<file path="config.mk">
export PLATFORM = sky130hd
export DESIGN_NAME = scrb_ram
export DESIGN_NICKNAME = d
export VERILOG_FILES = /design/src/hdl/scrb_ram.sv
export SDC_FILE = /design/constraint.sdc
export NUM_CORES = 2
export LEC_CHECK = 0
export BUFFER_PORTS_ARGS = -buffer_cell sky130_fd_sc_hd__clkbuf_2
export CAP_MARGIN = 10
export CORE_UTILIZATION = 55
export CTS_CLUSTER_SIZE = 12
export DETAILED_ROUTE_END_ITERATION = 12
export PLACE_DENSITY = 0.68
export SYNTH_ARGS = -nofsm -noshare
export SYNTH_HDL_FRONTEND = slang
export SYNTH_SLANG_ARGS = --single-unit
</file>
<file path="constraint.sdc">
create_clock -name clk -period 2.8 [get_ports clk]
set_input_delay 0.14 -clock clk [delete_from_list [all_inputs] [get_ports clk]]
set_output_delay 0.14 -clock clk [all_outputs]
set_load 0.01 [all_outputs]
</file>
<file path="src/hdl/scrb_ram.sv">
`timescale 1ns / 1ps
`default_nettype none

module scrb_ram #(
  parameter int WIDTH = 16,
  parameter int DEPTH = 256
) (
  input  wire logic                     clk,
  input  wire logic                     we,
  input  wire logic [$clog2(DEPTH)-1:0] waddr,
  input  wire logic [WIDTH-1:0]         wdata,
  input  wire logic                     re,
  input  wire logic [$clog2(DEPTH)-1:0] raddr,
  output logic      [WIDTH-1:0]         rdata
);

  logic [WIDTH-1:0] mem [DEPTH];

  always_ff @(posedge clk) begin
    if (we) begin
      mem[waddr] <= wdata;
    end
    if (re) begin
      rdata <= mem[raddr];
    end
  end

endmodule

`default_nettype wire
</file>
# After elaboration in Yosys (flattened, before gate mapping)
# Memory sizes are Yosys's and may differ from the RTL's. A register that Yosys moved wholly into a read port is not among the register bits.
# Cells that the tools add are included.
# classes
muxes	2
# ops
cell	count
$mux W1	2
# totals
wordCells	3
ramBits	4096
mem_count	1
output_inout_bits	16
ff_bits	0
in_bits	35
# mem_list
memory	depth	width	rd	rd_ports_with_merged_regs	wr	line_no	text
mem	256	16	1	1	1	17	logic [WIDTH-1:0] mem [DEPTH];

# Depth between registers and ports, before layout
# logic_depth
ltp_word	2
mapped_depth	12
depth_no_buf	6

# Least setup slack after synthesis
# No wires, ideal clock.
# synth_timing
path_type	input port to flip-flop
start	input raddr[0]
end	register rdata[4], read port of mem (data pin)
t_arrival_ns	2.124
setup_slack_ns	0.411
stages	8
path_cell_list	buf_6 buf_6 buf_2 mux4_2 mux4_2 a22o_1 o32ai_2 nor4_2
# synth_lines
item	line_no	text
start: declaration	13	input wire logic [$clog2(DEPTH)-1:0] raddr,
end: declaration	14	output logic [WIDTH-1:0] rdata

==> results by group <==
Die
  • I/O pins: ~50
  • Die height: about 540 um
  • Core area: 0.286 mm^2
  • Die X-Extent: around 540 um
  • Initial core utilization: ~56%
  • Row Count: between 150 and 200
  • Die Area: 0.291 mm^2

Placement
  • Post-placement cell count: about 12000
  • HPWL Detailed: about 260 mm
  • RePlAce Congestion: 0.929
  • Placed inst area: roughly 0.17 mm^2
  • Port bufs: 50

Clock tree
  • Clock Sinks: approximately 4100
  • CTS tree: built
  • Clock Pin Slew Worst Setup and Hold Paths: 0.06 ns
  • # H-tree levels: 5
  • CTS root buf: clkbuf_16
  • CTS Buf Count: roughly 400
  • Post-CTS Setup Bufs: 0
  • Worst skew pair latency: approximately 0.95 ns
  • CTS Buffer Depth: 4

Synthesis
  • Yosys warning count: 0
  • Top-count cell post-synth: edfxtp_1
  • Fraction of registers with async set/reset: 0%
  • Post-Syn Area: 0.159 mm^2
  • Avg Cell Area, Syn: approximately 22 um^2
  • Most instantiated cells after synthesis: edfxtp_1, mux4_2, mux2i_1
  • Synth top area share: between 70 and 80%
  • Post-synth top flop: edfxtp_1
  • Net count after synthesis: between 7000 and 8000
  • Cells after synthesis: around 7400
  • Distinct cells, synth: 51
  • Post-synthesis sequential area ratio: slightly below 80%
  • Seq cells post-synth: around 4100
  • Area leader, netlist: edfxtp_1
  • Top cells by area, synth: edfxtp_1, mux4_2, mux2i_1
  • Post-synth EDFFs: around 4100

Global route
  • Largest net degree at the start of global routing: ~130
  • First-pass GRT wire length: roughly 590 mm
  • Vias in the first global route: between 80000 and 90000
  • Initial antenna violation count: 30
  • Gr ovfl total: 0
  • Total Routing Usage GR: approximately 29%

STA
  • RSZ-0062 raised after global routing: false
  • Clock skew: roughly 0.047 ns
  • Slew Limit Headroom: between 20 and 30%
  • Max Freq: approximately 370 MHz
  • # setup viols final: 0
  • Fin crit share: a little over nine tenths
  • Actual transition at the worst max-transition pin: approximately 1.1 ns
  • Final Hold Fails: 0
  • Final Slew Violations: 0
  • Final setup TNS: 0 ns
  • Post-layout minimum cycle time: between 2 and 3 ns

Detailed routing
  • Pre-Repair DR Iteration Count: 6
  • Final wirelength: 417 mm
  • Met1 Wirelength: 159 mm
  • DR vias: 81600
  • DR WL/cell: roughly 34 um
  • Final ANT Viol Nets: 0
  • DRC viols: 0
  • Metal2 WL: about 200 mm
  • Starting DRT DRC Count: about 11000
  • WL met3: around 44 mm
  • DR vias/cell: roughly 6.6
  • Top sig layer: met5

Layout
  • Layout Utilization: a little under two thirds
  • Layout cells sized above 1: between 20 and 30%
  • Post-route cell area: around 0.18 mm^2
  • Area Growth Syn to Fin: 15.2%
  • Layout net count: between 8000 and 9000
  • Post-Layout Cell Count: between 10000 and 15000

Job
  • Max-cap violations: 0

Critical path
  • Crit start category: flop
  • Kind of critical path: flop to flop
  • Data required, critical path: 3.46 ns
  • Critical Path AT: about 3.4 ns
  • Crit path capture type: flop
  • Max FO, Critical Path: 1

Pwr
  • Pwr Density: around 680 mW/mm^2
  • Peak VDD IR: between 0.5 and 0.6 mV
  • Pleak: a little under 60 nW

Outcome
  • Status: completed

Min path
  • Worst min-delay path class: input pin to flop
-- registers in the layout (all words and copies together) (netlist names) --
name / flops
rdata: 16
mem: 4096
-- per-layer routing --
metal / vias to the layer above / track usage, %
met5: - / 0
met4: 12 / 10.4
met3: 722 / 5.71
met2: 4572 / 45.0
met1: 43000 / 40.2
li1: 33300 / -
-- area by class of cell --
| class | count | area, um^2 |
|---|---|---|
| inverters | 4 | 27.5 |
| flip-flops and latches | 4112 | 123000 |
| clock inverters | 108 | 990 |
| clock buffers | 528 | 10600 |
| well taps | 3762 | 4710 |
| repair buffers | 1080 | 10100 |
| multi-input cells | 2792 | 33000 |
| fillers | 18700 | 103000 |
| diodes | 9 | 22.5 |
-- cells in the final DEF (no fill, tap or decap), types with 9 or more instances in the layout --
cell type / Yosys / layout
edfxtp_1: 4112 / 4112
buf_4: 26 / 860
mux4_2: 797 / 797
mux2i_1: 565 / 565
clkbuf_16: 0 / 407
nor2_1: 304 / 263
o221ai_1: 252 / 252
a21oi_1: 175 / 175
buf_12: 5 / 154
o22ai_1: 148 / 148
clkbuf_1: 230 / 121
nor3_1: 92 / 90
mux2_2: 88 / 88
clkinv_1: 0 / 54
a22oi_1: 43 / 43
nor2_2: 0 / 41
nand2_1: 38 / 37
o21ai_0: 37 / 37
a22o_1: 32 / 31
clkbuf_2: 0 / 29
nand4_1: 26 / 26
nand3_1: 35 / 26
a221oi_1: 28 / 23
clkinv_2: 0 / 23
a211oi_1: 18 / 18
dlygate4sd3_1: 0 / 18
nor4_1: 17 / 17
buf_8: 11 / 17
o32ai_1: 20 / 16
o31ai_1: 16 / 15
clkinv_16: 0 / 12
and3_1: 11 / 11
diode_2: 0 / 9
nor2b_1: 9 / 9
nand3_2: 0 / 9
-- repair_timing --
action                                 4_1_cts  5_1_grt
setup endpoints to repair                    3        5
pin swaps                                    0        1
cloned                                       0        0
hold buffers                                18        0
gates resized for setup                      9        7
endpoints found under the hold margin     2743        0
-- metrics by stage --
step | hold slack, ns | total power (W) | setup WS [ns]
after detailed placement | 0.554 | 0.0763 | -0.981
after CTS | 0.00524 | 0.125 | 0.0110
final | 0.0490 | 0.124 | 0.0703
after global routing | 0.0690 | 0.127 | 0.0246
after global placement | 0.546 | 0.0761 | -1.03
after floorplan | 0.239 | 0.0726 | 0.411
-- report_power, final --
part	internal (W)	switching (W)
Sequential	0.0679	0.0000993
Clock	0.0268	0.0225
Combinational	0.00278	0.00431
-- logic make-up (layout without fill, tap and decap cells) --
| kind of cell | after synthesis | in the layout | share of synthesized area, % |
|---|---|---|---|
| other cells | 0 | 9 | 0 |
| flops | 4112 | 4112 | 77.7 |
| mux | 1450 | 1450 | 15.5 |
| compound gates | 786 | 786 | 3.53 |
| buf+inv | 456 | 1720 | 1.69 |
| simple gates | 556 | 556 | 1.57 |
-- worst max-delay path, cell delays in order, from the launching register on --
cell and delay [ns]:
edfxtp_1 0.38, mux4_2 0.46, mux4_2 0.55, a22o_1 0.40
o32ai_4 0.40, buf_4 0.19, nor4_1 0.05
-- final timing paths --
| path | from | to | slack, ns | cells after the start |
|---|---|---|---|---|
| worst max-delay path | mem[29][11]$_DFFE_PP_ | rdata[11]$_DFFE_PP_ | 0.07 | 6 |
| worst min-delay path | waddr[4] | mem[112][1]$_DFFE_PP_ | 0.05 | 4 |
| worst max register to register | mem[29][11]$_DFFE_PP_ | rdata[11]$_DFFE_PP_ | 0.07 | 6 |
| worst min register to register | mem[127][13]$_DFFE_PP_ | rdata[13]$_DFFE_PP_ | 1.22 | 5 |
Power figures use the tool's default switching activity.
